<file path="config.mk">
export PLATFORM = sky130hd
export DESIGN_NAME = color_gradient_lookup_top
export DESIGN_NICKNAME = d
export VERILOG_FILES = /design/src/rtl/cgl_pkg.sv /design/src/rtl/cgl_divider.sv /design/src/rtl/color_gradient_lookup_top.sv
export SDC_FILE = /design/constraint.sdc
export NUM_CORES = 2
export LEC_CHECK = 0
export ABC_AREA = 1
export BUFFER_PORTS_ARGS = -buffer_cell sky130_fd_sc_hd__buf_2
export CORE_ASPECT_RATIO = 0.9
export CORE_UTILIZATION = 40
export CTS_BUF_LIST = sky130_fd_sc_hd__clkbuf_4
export CTS_CLUSTER_SIZE = 25
export DETAILED_ROUTE_END_ITERATION = 16
export PLACE_DENSITY = 0.55
export SLEW_MARGIN = 0
export SYNTH_ARGS = -nofsm -noshare
export SYNTH_HDL_FRONTEND = slang
export SYNTH_HIERARCHICAL = 1
export SYNTH_SLANG_ARGS = --single-unit
</file>
<file path="constraint.sdc">
create_clock -name clk -period 27.7 [get_ports clk]
set_input_delay 2.77 -clock clk [delete_from_list [all_inputs] [get_ports clk]]
set_output_delay 2.77 -clock clk [all_outputs]
set_load 0.1 [all_outputs]
</file>
<file path="src/rtl/cgl_pkg.sv">
`timescale 1ns / 1ps
// Shared types, widths and helpers for the colour gradient lookup.
// Used by cgl_divider and color_gradient_lookup_top; depends on nothing.
package cgl_pkg;

	localparam int CHAN_W     = 8;                      // bits per colour channel
	localparam int POS_W      = 8;                      // gradient position bits
	localparam int NUM_CH     = 4;                      // red, green, blue, alpha
	localparam int MAX_MARKS  = 7;
	localparam int COUNT_W    = 3;
	localparam int MARK_W     = POS_W + NUM_CH * CHAN_W;
	localparam int COLOR_W    = NUM_CH * CHAN_W;
	localparam int CFG_IDX_W  = 4;
	// lc*d + (uc-lc)*t + d/2 stays below 2^CHAN_W * d
	localparam int ACC_W      = POS_W + CHAN_W;
	localparam int PROD_A_W   = CHAN_W + POS_W;
	localparam int PROD_B_W   = CHAN_W + POS_W + 2;
	localparam int SUM_W      = PROD_B_W + 1;
	localparam int DIV_STAGES = CHAN_W;                 // one quotient bit per stage

	// register indexes on the configuration port
	localparam logic [CFG_IDX_W-1:0] REG_MARK_COUNT = CFG_IDX_W'(0);
	localparam logic [CFG_IDX_W-1:0] REG_MARK_BASE  = CFG_IDX_W'(1);

	typedef logic [MARK_W-1:0]  mark_t;
	typedef logic [CHAN_W-1:0]  chan_t;
	typedef logic [POS_W-1:0]   pos_t;
	typedef logic [ACC_W-1:0]   acc_t;

	// colour in output order, channel 0 (red) in the low bits
	typedef chan_t [NUM_CH-1:0] color_t;
	typedef acc_t  [NUM_CH-1:0] acc_vec_t;

	// travels alongside the divider: bypass colour for the cases where either mark is missing
	typedef struct packed {
		logic   use_pass;
		color_t pass;
	} cgl_side_t;

	function automatic pos_t mark_pos(input mark_t m);
		mark_pos = m[MARK_W-1 -: POS_W];
	endfunction

	// channel k: 0 red, 1 green, 2 blue, 3 alpha
	function automatic chan_t mark_chan(input mark_t m, input int k);
		mark_chan = m[(NUM_CH-1-k)*CHAN_W +: CHAN_W];
	endfunction

endpackage

</file>
<file path="src/rtl/cgl_divider.sv">
`timescale 1ns / 1ps
// Pipelined restoring divider, four channels sharing one divisor, one
// quotient bit per stage. Depends on cgl_pkg.
module cgl_divider import cgl_pkg::*; (
	input  logic      clk,
	input  logic      arst_n,
	input  logic      in_valid,
	output logic      in_ready,
	input  acc_vec_t  in_rem,
	input  pos_t      in_d,
	input  cgl_side_t in_side,
	output logic      out_valid,
	input  logic      out_ready,
	output color_t    out_quot,
	output cgl_side_t out_side
);

	logic      valid_s [DIV_STAGES];
	acc_vec_t  rem_s   [DIV_STAGES];
	color_t    quot_s  [DIV_STAGES];
	pos_t      d_s     [DIV_STAGES];
	cgl_side_t side_s  [DIV_STAGES];

	// what each stage takes in: the ports for stage 0, the previous stage otherwise
	logic      valid_in [DIV_STAGES];
	acc_vec_t  rem_in   [DIV_STAGES];
	color_t    quot_in  [DIV_STAGES];
	pos_t      d_in     [DIV_STAGES];
	cgl_side_t side_in  [DIV_STAGES];

	acc_vec_t  rem_nx  [DIV_STAGES];
	color_t    quot_nx [DIV_STAGES];
	logic [DIV_STAGES:0] en;

	always_comb begin
		valid_in[0] = in_valid;
		rem_in[0]   = in_rem;
		quot_in[0]  = '0;
		d_in[0]     = in_d;
		side_in[0]  = in_side;
		for (int k = 1; k < DIV_STAGES; k++) begin
			valid_in[k] = valid_s[k-1];
			rem_in[k]   = rem_s[k-1];
			quot_in[k]  = quot_s[k-1];
			d_in[k]     = d_s[k-1];
			side_in[k]  = side_s[k-1];
		end
	end

	// stage stalls only when it is full and the next one will not move
	always_comb begin
		en[DIV_STAGES] = out_ready;
		for (int k = DIV_STAGES - 1; k >= 0; k--) begin
			en[k] = ~valid_s[k] | en[k+1];
		end
	end

	assign in_ready = en[0];

	always_comb begin
		acc_t  prev_rem;
		chan_t prev_q;
		acc_t  trial;
		for (int k = 0; k < DIV_STAGES; k++) begin
			for (int ch = 0; ch < NUM_CH; ch++) begin
				prev_rem = rem_in[k][ch];
				prev_q   = quot_in[k][ch];
				trial    = ACC_W'(d_in[k]) << (DIV_STAGES - 1 - k);
				if (prev_rem >= trial) begin
					rem_nx[k][ch]  = prev_rem - trial;
					quot_nx[k][ch] = prev_q | (CHAN_W'(1) << (DIV_STAGES - 1 - k));
				end else begin
					rem_nx[k][ch]  = prev_rem;
					quot_nx[k][ch] = prev_q;
				end
			end
		end
	end

	always_ff @(posedge clk or negedge arst_n) begin
		if (!arst_n) begin
			for (int k = 0; k < DIV_STAGES; k++) begin
				valid_s[k] <= 1'b0;
			end
		end else begin
			for (int k = 0; k < DIV_STAGES; k++) begin
				if (en[k]) begin
					valid_s[k] <= valid_in[k];
				end
			end
		end
	end

	always_ff @(posedge clk) begin
		for (int k = 0; k < DIV_STAGES; k++) begin
			if (en[k]) begin
				rem_s[k]  <= rem_nx[k];
				quot_s[k] <= quot_nx[k];
				d_s[k]    <= d_in[k];
				side_s[k] <= side_in[k];
			end
		end
	end

	assign out_valid = valid_s[DIV_STAGES-1];
	assign out_quot  = quot_s[DIV_STAGES-1];
	assign out_side  = side_s[DIV_STAGES-1];

endmodule

</file>
<file path="src/rtl/color_gradient_lookup_top.sv">
`timescale 1ns / 1ps
// Colour gradient lookup: 8-bit position in, interpolated RGBA8 out.
// Depends on cgl_pkg and cgl_divider.
//
// One position is accepted every clock unless the pipeline is stalled, and
// one RGBA colour comes out per item, in order, through 13 register stages
// (mark compares, mark search, products, sum, eight divider stages that each
// resolve one quotient bit, output register).
// Backpressure on the output stalls the pipeline only where
// stages are full, so bubbles are squeezed out. Marks and mark_count are
// written through the cfg port (index 0 count, 1..7 marks, others ignored)
// and must only change while no item is in flight.
module color_gradient_lookup_top import cgl_pkg::*; (
	input  logic                 clk,
	input  logic                 arst_n,
	// configuration
	input  logic                 cfg_valid,
	output logic                 cfg_ready,
	input  logic [CFG_IDX_W-1:0] cfg_index,
	input  logic [MARK_W-1:0]    cfg_data,
	// input items
	input  logic                 s_axis_tvalid,
	output logic                 s_axis_tready,
	input  logic [POS_W-1:0]     s_axis_tdata,   // [7:0] sample_position
	// result items
	output logic                 m_axis_tvalid,
	input  logic                 m_axis_tready,
	output logic [COLOR_W-1:0]   m_axis_tdata    // [7:0] red, [15:8] green,
	                                             // [23:16] blue, [31:24] alpha
);

	// ---------------- configuration registers ----------------
	logic [COUNT_W-1:0] count_q;
	mark_t              mark_q [MAX_MARKS];

	assign cfg_ready = 1'b1;

	always_ff @(posedge clk or negedge arst_n) begin
		if (!arst_n) begin
			count_q <= '0;
			for (int i = 0; i < MAX_MARKS; i++) begin
				mark_q[i] <= '0;
			end
		end else if (cfg_valid) begin
			if (cfg_index == REG_MARK_COUNT) begin
				count_q <= cfg_data[COUNT_W-1:0];
			end
			for (int i = 0; i < MAX_MARKS; i++) begin
				if (cfg_index == REG_MARK_BASE + CFG_IDX_W'(i)) begin
					mark_q[i] <= cfg_data;
				end
			end
		end
	end

	// ---------------- handshake chain ----------------
	logic v_s1, v_s2, v_s3, v_s4;
	logic en1, en2, en3, en4, en_out;
	logic div_in_ready, div_out_valid;

	assign en_out        = ~m_axis_tvalid | m_axis_tready;
	assign en4           = ~v_s4 | div_in_ready;
	assign en3           = ~v_s3 | en4;
	assign en2           = ~v_s2 | en3;
	assign en1           = ~v_s1 | en2;
	assign s_axis_tready = en1;

	always_ff @(posedge clk or negedge arst_n) begin
		if (!arst_n) begin
			v_s1 <= 1'b0;
			v_s2 <= 1'b0;
			v_s3 <= 1'b0;
			v_s4 <= 1'b0;
		end else begin
			if (en1) v_s1 <= s_axis_tvalid;
			if (en2) v_s2 <= v_s1;
			if (en3) v_s3 <= v_s2;
			if (en4) v_s4 <= v_s3;
		end
	end

	// ---------------- stage 1: compare every mark against the position ----------------
	pos_t                 p_s1;
	logic [MAX_MARKS-1:0] below_s1, above_s1;

	always_ff @(posedge clk) begin
		if (en1) begin
			p_s1 <= s_axis_tdata;
			for (int i = 0; i < MAX_MARKS; i++) begin
				below_s1[i] <= (COUNT_W'(i) < count_q) &&
				               (mark_pos(mark_q[i]) <  s_axis_tdata);
				above_s1[i] <= (COUNT_W'(i) < count_q) &&
				               (mark_pos(mark_q[i]) >= s_axis_tdata);
			end
		end
	end

	// ---------------- stage 2: pick lower and upper marks ----------------
	mark_t lo_m, hi_m;
	logic  hlo, hhi;

	// strict compares keep the lower index on equal positions
	always_comb begin
		lo_m = '0;
		hi_m = '0;
		hlo  = 1'b0;
		hhi  = 1'b0;
		for (int i = 0; i < MAX_MARKS; i++) begin
			if (below_s1[i] && (!hlo || mark_pos(lo_m) < mark_pos(mark_q[i]))) begin
				lo_m = mark_q[i];
				hlo  = 1'b1;
			end
			if (above_s1[i] && (!hhi || mark_pos(hi_m) > mark_pos(mark_q[i]))) begin
				hi_m = mark_q[i];
				hhi  = 1'b1;
			end
		end
	end

	mark_t lo_s2, hi_s2;
	logic  have_lo_s2, have_hi_s2;
	pos_t  p_s2;

	always_ff @(posedge clk) begin
		if (en2) begin
			lo_s2      <= lo_m;
			hi_s2      <= hi_m;
			have_lo_s2 <= hlo;
			have_hi_s2 <= hhi;
			p_s2       <= p_s1;
		end
	end

	// ---------------- stage 3: span, offset and products ----------------
	pos_t      lo_pos_s2, hi_pos_s2, d_nx, t_nx;
	cgl_side_t side_nx;

	assign lo_pos_s2 = mark_pos(lo_s2);
	assign hi_pos_s2 = mark_pos(hi_s2);
	assign d_nx      = hi_pos_s2 - lo_pos_s2;
	assign t_nx      = p_s2 - lo_pos_s2;

	always_comb begin
		side_nx.use_pass = ~(have_lo_s2 & have_hi_s2);
		for (int k = 0; k < NUM_CH; k++) begin
			if (have_lo_s2) begin
				side_nx.pass[k] = mark_chan(lo_s2, k);
			end else if (have_hi_s2) begin
				side_nx.pass[k] = mark_chan(hi_s2, k);
			end else begin
				side_nx.pass[k] = '0;
			end
		end
	end

	logic [PROD_A_W-1:0]        prod_a_s3 [NUM_CH];
	logic signed [PROD_B_W-1:0] prod_b_s3 [NUM_CH];
	pos_t                       d_s3;
	cgl_side_t                  side_s3;

	always_ff @(posedge clk) begin
		if (en3) begin
			for (int k = 0; k < NUM_CH; k++) begin
				prod_a_s3[k] <= PROD_A_W'(mark_chan(lo_s2, k)) * PROD_A_W'(d_nx);
				prod_b_s3[k] <= PROD_B_W'($signed({1'b0, mark_chan(hi_s2, k)}) -
				                          $signed({1'b0, mark_chan(lo_s2, k)})) *
				                PROD_B_W'($signed({1'b0, t_nx}));
			end
			d_s3    <= d_nx;
			side_s3 <= side_nx;
		end
	end

	// ---------------- stage 4: accumulate with rounding term ----------------
	acc_vec_t  acc_nx;
	logic signed [SUM_W-1:0] sum;

	always_comb begin
		for (int k = 0; k < NUM_CH; k++) begin
			sum = $signed(SUM_W'(prod_a_s3[k])) + SUM_W'(prod_b_s3[k]) +
			      $signed(SUM_W'(d_s3 >> 1));
			acc_nx[k] = sum[ACC_W-1:0];
		end
	end

	acc_vec_t  acc_s4;
	pos_t      d_s4;
	cgl_side_t side_s4;

	always_ff @(posedge clk) begin
		if (en4) begin
			acc_s4  <= acc_nx;
			d_s4    <= d_s3;
			side_s4 <= side_s3;
		end
	end

	// ---------------- divide and output register ----------------
	color_t    quot;
	cgl_side_t side_div;

	cgl_divider u_div (
		.clk       (clk),
		.arst_n    (arst_n),
		.in_valid  (v_s4),
		.in_ready  (div_in_ready),
		.in_rem    (acc_s4),
		.in_d      (d_s4),
		.in_side   (side_s4),
		.out_valid (div_out_valid),
		.out_ready (en_out),
		.out_quot  (quot),
		.out_side  (side_div)
	);

	logic   out_valid_q;
	color_t out_data_q;

	always_ff @(posedge clk or negedge arst_n) begin
		if (!arst_n) begin
			out_valid_q <= 1'b0;
		end else if (en_out) begin
			out_valid_q <= div_out_valid;
		end
	end

	always_ff @(posedge clk) begin
		if (en_out) begin
			out_data_q <= side_div.use_pass ? side_div.pass : quot;
		end
	end

	assign m_axis_tvalid = out_valid_q;
	assign m_axis_tdata  = out_data_q;

	// ---------------- assertions ----------------
	logic acc_ok_s4;

	always_comb begin
		acc_ok_s4 = 1'b1;
		for (int k = 0; k < NUM_CH; k++) begin
			if (acc_s4[k] >= (ACC_W'(d_s4) << CHAN_W)) begin
				acc_ok_s4 = 1'b0;
			end
		end
	end

	a_ready_when_empty: assert property (@(posedge clk) disable iff (!arst_n)
		!m_axis_tvalid |-> s_axis_tready)
		else $error("input stalled with empty output register");

	a_mark_order: assert property (@(posedge clk) disable iff (!arst_n)
		v_s2 && have_lo_s2 && have_hi_s2 |-> lo_pos_s2 < hi_pos_s2)
		else $error("lower mark not below upper mark");

	a_span_nonzero: assert property (@(posedge clk) disable iff (!arst_n)
		v_s3 && !side_s3.use_pass |-> d_s3 != '0)
		else $error("zero span on interpolated item");

	a_quot_fits: assert property (@(posedge clk) disable iff (!arst_n)
		v_s4 && !side_s4.use_pass |-> acc_ok_s4)
		else $error("accumulator would overflow quotient width");

endmodule
</file>
# [After elaboration in Yosys (flattened, before gate mapping)]
# Memories as Yosys holds them, arrays and structs flattened.
# Cells that the tools add are included.
[word_totals] romBits=0 latchBits=0 word_cells=385 ram_bits=1232 mem_count=6 out_inout_bits=35 ff_bits=586
[classes] order_cmp=65 muxes=117 mul=8 n_reduce_logical=59 n_div=0 addsub=46 shift=0 bitwise=28 n_eq_ne=7
[memory_table] name="u_div.rem_s" depth=8 word_bits=64 read_ports=7 rd_ports_with_merged_regs=0 wr=8 line_no="cgl_divider.sv:19" source="acc_vec_t rem_s [DIV_STAGES];"
[memory_table] name="u_div.side_s" depth=8 word_bits=33 read_ports=8 rd_ports_with_merged_regs=0 wr=8 line_no="cgl_divider.sv:22" source="cgl_side_t side_s [DIV_STAGES];"
[memory_table] name="u_div.quot_s" depth=8 word_bits=32 read_ports=8 rd_ports_with_merged_regs=0 wr=8 line_no="cgl_divider.sv:20" source="color_t quot_s [DIV_STAGES];"
[memory_table] name="prod_b_s3" depth=4 word_bits=18 read_ports=4 rd_ports_with_merged_regs=0 wr=4 line_no="color_gradient_lookup_top.sv:157" source="logic signed [PROD_B_W-1:0] prod_b_s3 [NUM_CH];"
[memory_table] name="prod_a_s3" depth=4 word_bits=16 read_ports=4 rd_ports_with_merged_regs=0 wr=4 line_no="color_gradient_lookup_top.sv:156" source="logic [PROD_A_W-1:0] prod_a_s3 [NUM_CH];"
[memory_table] name="u_div.d_s" depth=8 word_bits=8 read_ports=7 rd_ports_with_merged_regs=0 wr=8 line_no="cgl_divider.sv:21" source="pos_t d_s [DIV_STAGES];"
[op_table] cell="2-to-1 mux 40 bit" count=14
[op_table] cell="2-to-1 mux 16 bit" count=32
[op_table] cell="less-than comparator 8 bit" count=13
[op_table] cell="2-to-1 mux 8 bit" count=12
[op_table] cell="multiplier 9 x 9 -> 18 bit" count=4
[op_table] cell="adder 16 bit" count=4
[op_table] cell="adder 16 x 8 -> 16 bit" count=4
[op_table] cell="greater-or-equal comparator 16 x 10 -> 1 bit" count=4
[op_table] cell="greater-or-equal comparator 16 x 11 -> 1 bit" count=4
[op_table] cell="greater-or-equal comparator 16 x 12 -> 1 bit" count=4
[op_table] cell="greater-or-equal comparator 16 x 13 -> 1 bit" count=4
[op_table] cell="greater-or-equal comparator 16 x 14 -> 1 bit" count=4
[op_table] cell="greater-or-equal comparator 16 x 15 -> 1 bit" count=4
[op_table] cell="greater-or-equal comparator 16 x 8 -> 1 bit" count=4
[op_table] cell="greater-or-equal comparator 16 x 9 -> 1 bit" count=4
[op_table] cell="multiplier 8 x 8 -> 16 bit" count=4
[op_table] cell="subtractor 16 x 10 -> 16 bit" count=4
[op_table] cell="subtractor 16 x 11 -> 16 bit" count=4
[op_table] cell="subtractor 16 x 12 -> 16 bit" count=4
[op_table] cell="subtractor 16 x 13 -> 16 bit" count=4
[op_table] cell="subtractor 16 x 14 -> 16 bit" count=4
[op_table] cell="subtractor 16 x 15 -> 16 bit" count=4
[op_table] cell="subtractor 16 x 8 -> 16 bit" count=4
[op_table] cell="subtractor 16 x 9 -> 16 bit" count=4
[op_table] cell="other kinds (26)" count=179

# [Logic depth before layout (Yosys ltp)]
[logic_depth] ltp_word=25 ltp_mapped=79 depth_no_buf=71

# [Cells and area by module]
# Netlist, hierarchy kept.
[by_module_without_submodules] module="color_gradient_lookup_top" instances=1 cells_per_inst=6037 area_per_inst_um2=54728.7
[by_module_without_submodules] module="cgl_divider" instances=1 cells_per_inst=5202 area_per_inst_um2=48681.7

# [Worst setup path before layout]
# OpenSTA, ideal clock, no wires.
[synth_path] path_type="in2out" startpoint="input port m_axis_tready" endpoint="output port s_axis_tready" cell_stages=14 arrival_time_ns=20.002 path_slack_ns=4.928 path_cell_list="inv_1 -> nand2_1 -> inv_1 -> nand4_1 -> nor2_1 -> nand2_1 -> nor2_1 -> nand3_1 -> nor2_1 -> inv_1 -> nor2_1 -> inv_1 -> nor2_1 -> nand2_1"
[synth_via] elab_chain_len=13
[synth_lines] item="from (decl)" line_no="color_gradient_lookup_top.sv:27" source="input logic m_axis_tready,"
[synth_lines] item="bitwise OR 1 bit" line_no="color_gradient_lookup_top.sv:61" source="assign en_out = ~m_axis_tvalid | m_axis_tready;"
[synth_lines] item="net en_out" line_no="color_gradient_lookup_top.sv:58" source="logic en1, en2, en3, en4, en_out;"
[synth_lines] item="bitwise OR 1 bit (3 in series)" line_no="cgl_divider.sv:54" source="en[k] = ~valid_s[k] | en[k+1];"
[synth_lines] item="net u_div.en[5]" line_no="cgl_divider.sv:33" source="logic [DIV_STAGES:0] en;"
[synth_lines] item="bitwise OR 1 bit (2 in series)" line_no="cgl_divider.sv:54"
[synth_lines] item="net u_div.en[3]" line_no="cgl_divider.sv:33"
[synth_lines] item="bitwise OR 1 bit (3 in series)" line_no="cgl_divider.sv:54"
[synth_lines] item="net div_in_ready" line_no="color_gradient_lookup_top.sv:59" source="logic div_in_ready, div_out_valid;"
[synth_lines] item="bitwise OR 1 bit" line_no="color_gradient_lookup_top.sv:62" source="assign en4 = ~v_s4 | div_in_ready;"
[synth_lines] item="net en4" line_no="color_gradient_lookup_top.sv:58"
[synth_lines] item="bitwise OR 1 bit" line_no="color_gradient_lookup_top.sv:63" source="assign en3 = ~v_s3 | en4;"
[synth_lines] item="net en3" line_no="color_gradient_lookup_top.sv:58"
[synth_lines] item="bitwise OR 1 bit" line_no="color_gradient_lookup_top.sv:64" source="assign en2 = ~v_s2 | en3;"
[synth_lines] item="bitwise OR 1 bit" line_no="color_gradient_lookup_top.sv:65" source="assign en1 = ~v_s1 | en2;"
[synth_lines] item="to (decl)" line_no="color_gradient_lookup_top.sv:23" source="output logic s_axis_tready,"
# The timed path passes the listed nets, and every way through them passes these cells.

# [Worst setup path after layout]
[layout_path] startpoint="register above_s1[0]" endpoint="register hi_s2[2] (data pin)"
[layout_via] elab_chain_len=25 word_cells_on_any_way=37
[layout_lines] item="from (decl)" line_no="color_gradient_lookup_top.sv:84" source="logic [MAX_MARKS-1:0] below_s1, above_s1;"
[layout_lines] item="from (signal, indexed assignment)" line_no="color_gradient_lookup_top.sv:92" source="above_s1[i] <= (COUNT_W'(i) < count_q) &&"
[layout_lines] item="2-to-1 mux 40 bit or 2-to-1 mux 1 bit (tied branches)" line_no="color_gradient_lookup_top.sv:113" source="if (above_s1[i] && (!hhi || mark_pos(hi_m) > mark_pos(mark_q[i]))) begin"
[layout_lines] item="greater-than comparator 8 bit or zero test 1 bit (tied branches)" line_no="color_gradient_lookup_top.sv:113"
[layout_lines] item="logical OR 1 bit" line_no="color_gradient_lookup_top.sv:113"
[layout_lines] item="logical AND 1 bit" line_no="color_gradient_lookup_top.sv:113"
[layout_lines] item="2-to-1 mux 40 bit or 2-to-1 mux 1 bit (tied branches)" line_no="color_gradient_lookup_top.sv:113"
[layout_lines] item="greater-than comparator 8 bit or zero test 1 bit (tied branches)" line_no="color_gradient_lookup_top.sv:113"
[layout_lines] item="logical OR 1 bit" line_no="color_gradient_lookup_top.sv:113"
[layout_lines] item="logical AND 1 bit" line_no="color_gradient_lookup_top.sv:113"
[layout_lines] item="(+10 left out)"
[layout_lines] item="logical OR 1 bit" line_no="color_gradient_lookup_top.sv:113"
[layout_lines] item="logical AND 1 bit" line_no="color_gradient_lookup_top.sv:113"
[layout_lines] item="2-to-1 mux 40 bit or 2-to-1 mux 1 bit (tied branches)" line_no="color_gradient_lookup_top.sv:113"
[layout_lines] item="greater-than comparator 8 bit or zero test 1 bit (tied branches)" line_no="color_gradient_lookup_top.sv:113"
[layout_lines] item="logical OR 1 bit" line_no="color_gradient_lookup_top.sv:113"
[layout_lines] item="logical AND 1 bit" line_no="color_gradient_lookup_top.sv:113"
[layout_lines] item="2-to-1 mux 40 bit (*)" line_no="color_gradient_lookup_top.sv:113"
[layout_lines] item="net hi_m[2]" line_no="color_gradient_lookup_top.sv:99" source="mark_t lo_m, hi_m;"
[layout_lines] item="to (signal assigned)" line_no="color_gradient_lookup_top.sv:127" source="hi_s2 <= hi_m;"
[layout_lines] item="to (decl)" line_no="color_gradient_lookup_top.sv:120" source="mark_t lo_s2, hi_s2;"
# The timed path passes the listed nets; every way through them passes the cells marked *.
# A chain may end at the register's enable or synchronous reset.

==> out/metrics.yaml <==
outcome: "complete, no violations"
layout_commonest_cell: "nand2_1"
grt_first_pass_wirelength_um: 457000
cts_root_buf: "clkbuf_4"
drc_errors: 0
setup-violations-final: 0
max_freq_ghz: 0.0719
io_pins: 92
drt_wl_total_um: 301000
synth_top_family_by_area: "simple AND/OR/NAND/NOR gates"
grt_start_max_net_pins: 117
avgRoutedWirePerCell_um: 19.7
synthAdderAreaFrac_pct: 18.1
cts_resized: 0
slew_headroom_pct: 11.1
layout_setup_ws_ns: 13.79
numCtsBuffers: 436
synth_cell_types: 53
cts_tree: "done"
vias: 77100
initial_core_util_pct: 40.3
dr_wl_met2_um: 135000
cts_buffer_depth: 4
pre_cts_ws_ns: 13.96
hold_class: "flip-flop to flip-flop"
io_buffers: 90
hold_viol: 0
crit_type: "flip-flop to flip-flop"
fillers: 25100
rows: 176
layout-drive-gt1-share_pct: 8.62
skew_ns: 0.140
synthXorXnorAreaFrac_pct: 2.46
grt_pass1_vias: 77200
cp.required_ns: 28.62
cpPeakStageDelay_ns: 0.65
synth-seq-area-share_pct: 45.8
syn_area_um2: 103000
die-area_um2: 261000
cts.sinks: 1626
synth_top_area_share_pct: 38.6
yosys_warnings: 6
drt_iter0_drc: 5672
path_common_cell: "o21ai_0"
synth_compound_area_share_pct: 7.27
critPathArrivalTime_ns: 14.82
syn_inst: 11200
async_reset_ff_share_pct: 18.2
fin_crit_ns: 13.91
synth_nets: 12500
synth-edff-count: 1330
gp_congestion: 0.918
synth_mux_area_share_pct: 0.348
synth_top_area_cell: "edfxtp_1"
worstSetupEndpointType: "flip-flop"
synthTopCellsByArea: "edfxtp_1 39%, nand2_1 11%, ha_1 9.7%"
ant_nets: 0
overflow: 0
post_cts_buffers: 0
synth_ff_type: "edfxtp_1"
grt_usage_pct: 23.1
dp.final_hpwl_um: 230000
htree_levels: 5
synth-simple-area-share_pct: 18.3
worst_slew_pin_slew_ns: 1.32
die_h_um: 484
fin_nets: 12900
clk_pin_slew_worst_paths_ns: 0.07
core-area_um2: 256000
top_layer: "met5"
critPathBufInv: 11
drt-met1-wl_um: 138000
ctsHoldBuffers: 0
worstSkewPairLatency_ns: 1.30
met3_length_um: 17200
period_share_pct: 50.2
cap_violations: 0
grt_setup_unrepaired: "no"
layout_common_cells: "2886 x nand2_1, 1805 x inv_1, 1330 x edfxtp_1"
crit_fanout: 80
dr.pass1.iters: 6
crit_family: "compound AO/OA/AOI/OAI gates"
via_per_inst: 5.04
synth_area_per_cell_um2: 9.20
start_kind: "flip-flop"
post-route-util_pct: 44.1
cp_slowest_cell: "buf_4"
final.setup.tns_ns: 0
syn_to_final_growth_pct: 9.25
antenna_found_initial: 17
drv_slew: 0
ys_ff_latch: 1626
die_x_um: 538
state kept, by name (all words and copies together), names as in the netlist, 3 cells and up:
signal          flops
u_div/rem_s       448
mark_q            280
u_div/side_s      264
u_div/quot_s      144
acc_s4             64
prod_a_s3          64
prod_b_s3          64
u_div/d_s          56
hi_s2              40
lo_s2              40
side_s3            33
side_s4            33
m_axis_tdata       32
d_s3                8
d_s4                8
p_s1                8
p_s2                8
above_s1            7
below_s1            7
u_div/valid_in      7
count_q             3
worst reg2reg max path, delay by kind of cell (launching register included):
kind / cells / cell delay, ns
AO/OA/AOI/OAI: 34 / 5.03
adder cells (fa/ha/maj): 6 / 1.96
buffers and inverters: 11 / 4.24
flip-flops: 1 / 0.33
AND/OR/NAND/NOR: 17 / 2.02
cells by family after synthesis:
family          after synthesis
other cells                   1
simple gates               4608
mux                          32
buf+inv                    2094
fa+ha+maj                  1234
xor+xnor                    291
compound gates             1353
flops                      1626
cell type report:
class	count	area [um2]	share of cell area, %
inverter	1827	6870	6.08
clock buffer	619	4650	4.11
timing repair buffer	157	963	0.853
antenna	8	20.0	0.0177
sequential	1626	47300	41.9
multi-input combinational	7519	48100	42.6
clock inverter	143	747	0.661
tap	3382	4230	3.75
synthesized netlist by cell type (7+ instances only):
cell type     n
buf_4        18
o21bai_1     57
a21oi_2       7
nor2_4        7
and2_1       12
nand3_1     633
nor4_1        8
nand4_1      66
or2_2        39
inv_1      1810
nor3_1       34
o21ai_1      17
o21a_1        7
a21oi_1     403
nand2_2      20
buf_2         8
nor2_2       19
fa_1        430
xor2_1      196
nand3b_1     25
a21o_1        7
buf_1        10
clkbuf_1    216
nor2_1      816
inv_2         8
buf_6        14
o211ai_1    115
o21ai_0     667
ha_1        804
clkinv_1      9
a211oi_1     11
dfrtp_1     296
xnor2_1      95
nand3_2      19
edfxtp_1   1330
mux2_2       32
nand2_1    2894
o221ai_1     33
layer usage:
layer  up-vias  GRT usage, %
met5         -             0
met4         6          8.57
met3       525          3.56
met2      2193          36.6
met1     36800          31.8
li1      37600             -
worst paths after layout:
path                                       end  depth (start not counted)  slack, ns                 start
setup / recovery                      hi_s2[2]                         68      13.79           above_s1[0]
hold / removal             u_div/side_s[1][12]                          0       0.34  u_div/side_s[0][111]
setup reg to reg                      hi_s2[2]                         68      13.79           above_s1[0]
hold reg to reg            u_div/side_s[1][12]                          0       0.34  u_div/side_s[0][111]
max in group asynchronous           mark_q[78]                          4      22.74                arst_n
min in group asynchronous          mark_q[209]                          1       1.59                arst_n
metrics by stage:
step,instances,hold slack (ns),cell area (um2)
after CTS,15300,0.288,113000
after global routing,15300,0.301,113000
after detailed placement,14500,0.405,108000
after floorplan,11200,0.400,103000
after global placement,14500,0.401,108000
final,15300,0.344,113000
Power is not shown: default switching activity piles up to over one toggle a cycle in this logic, so the estimate is an artifact.
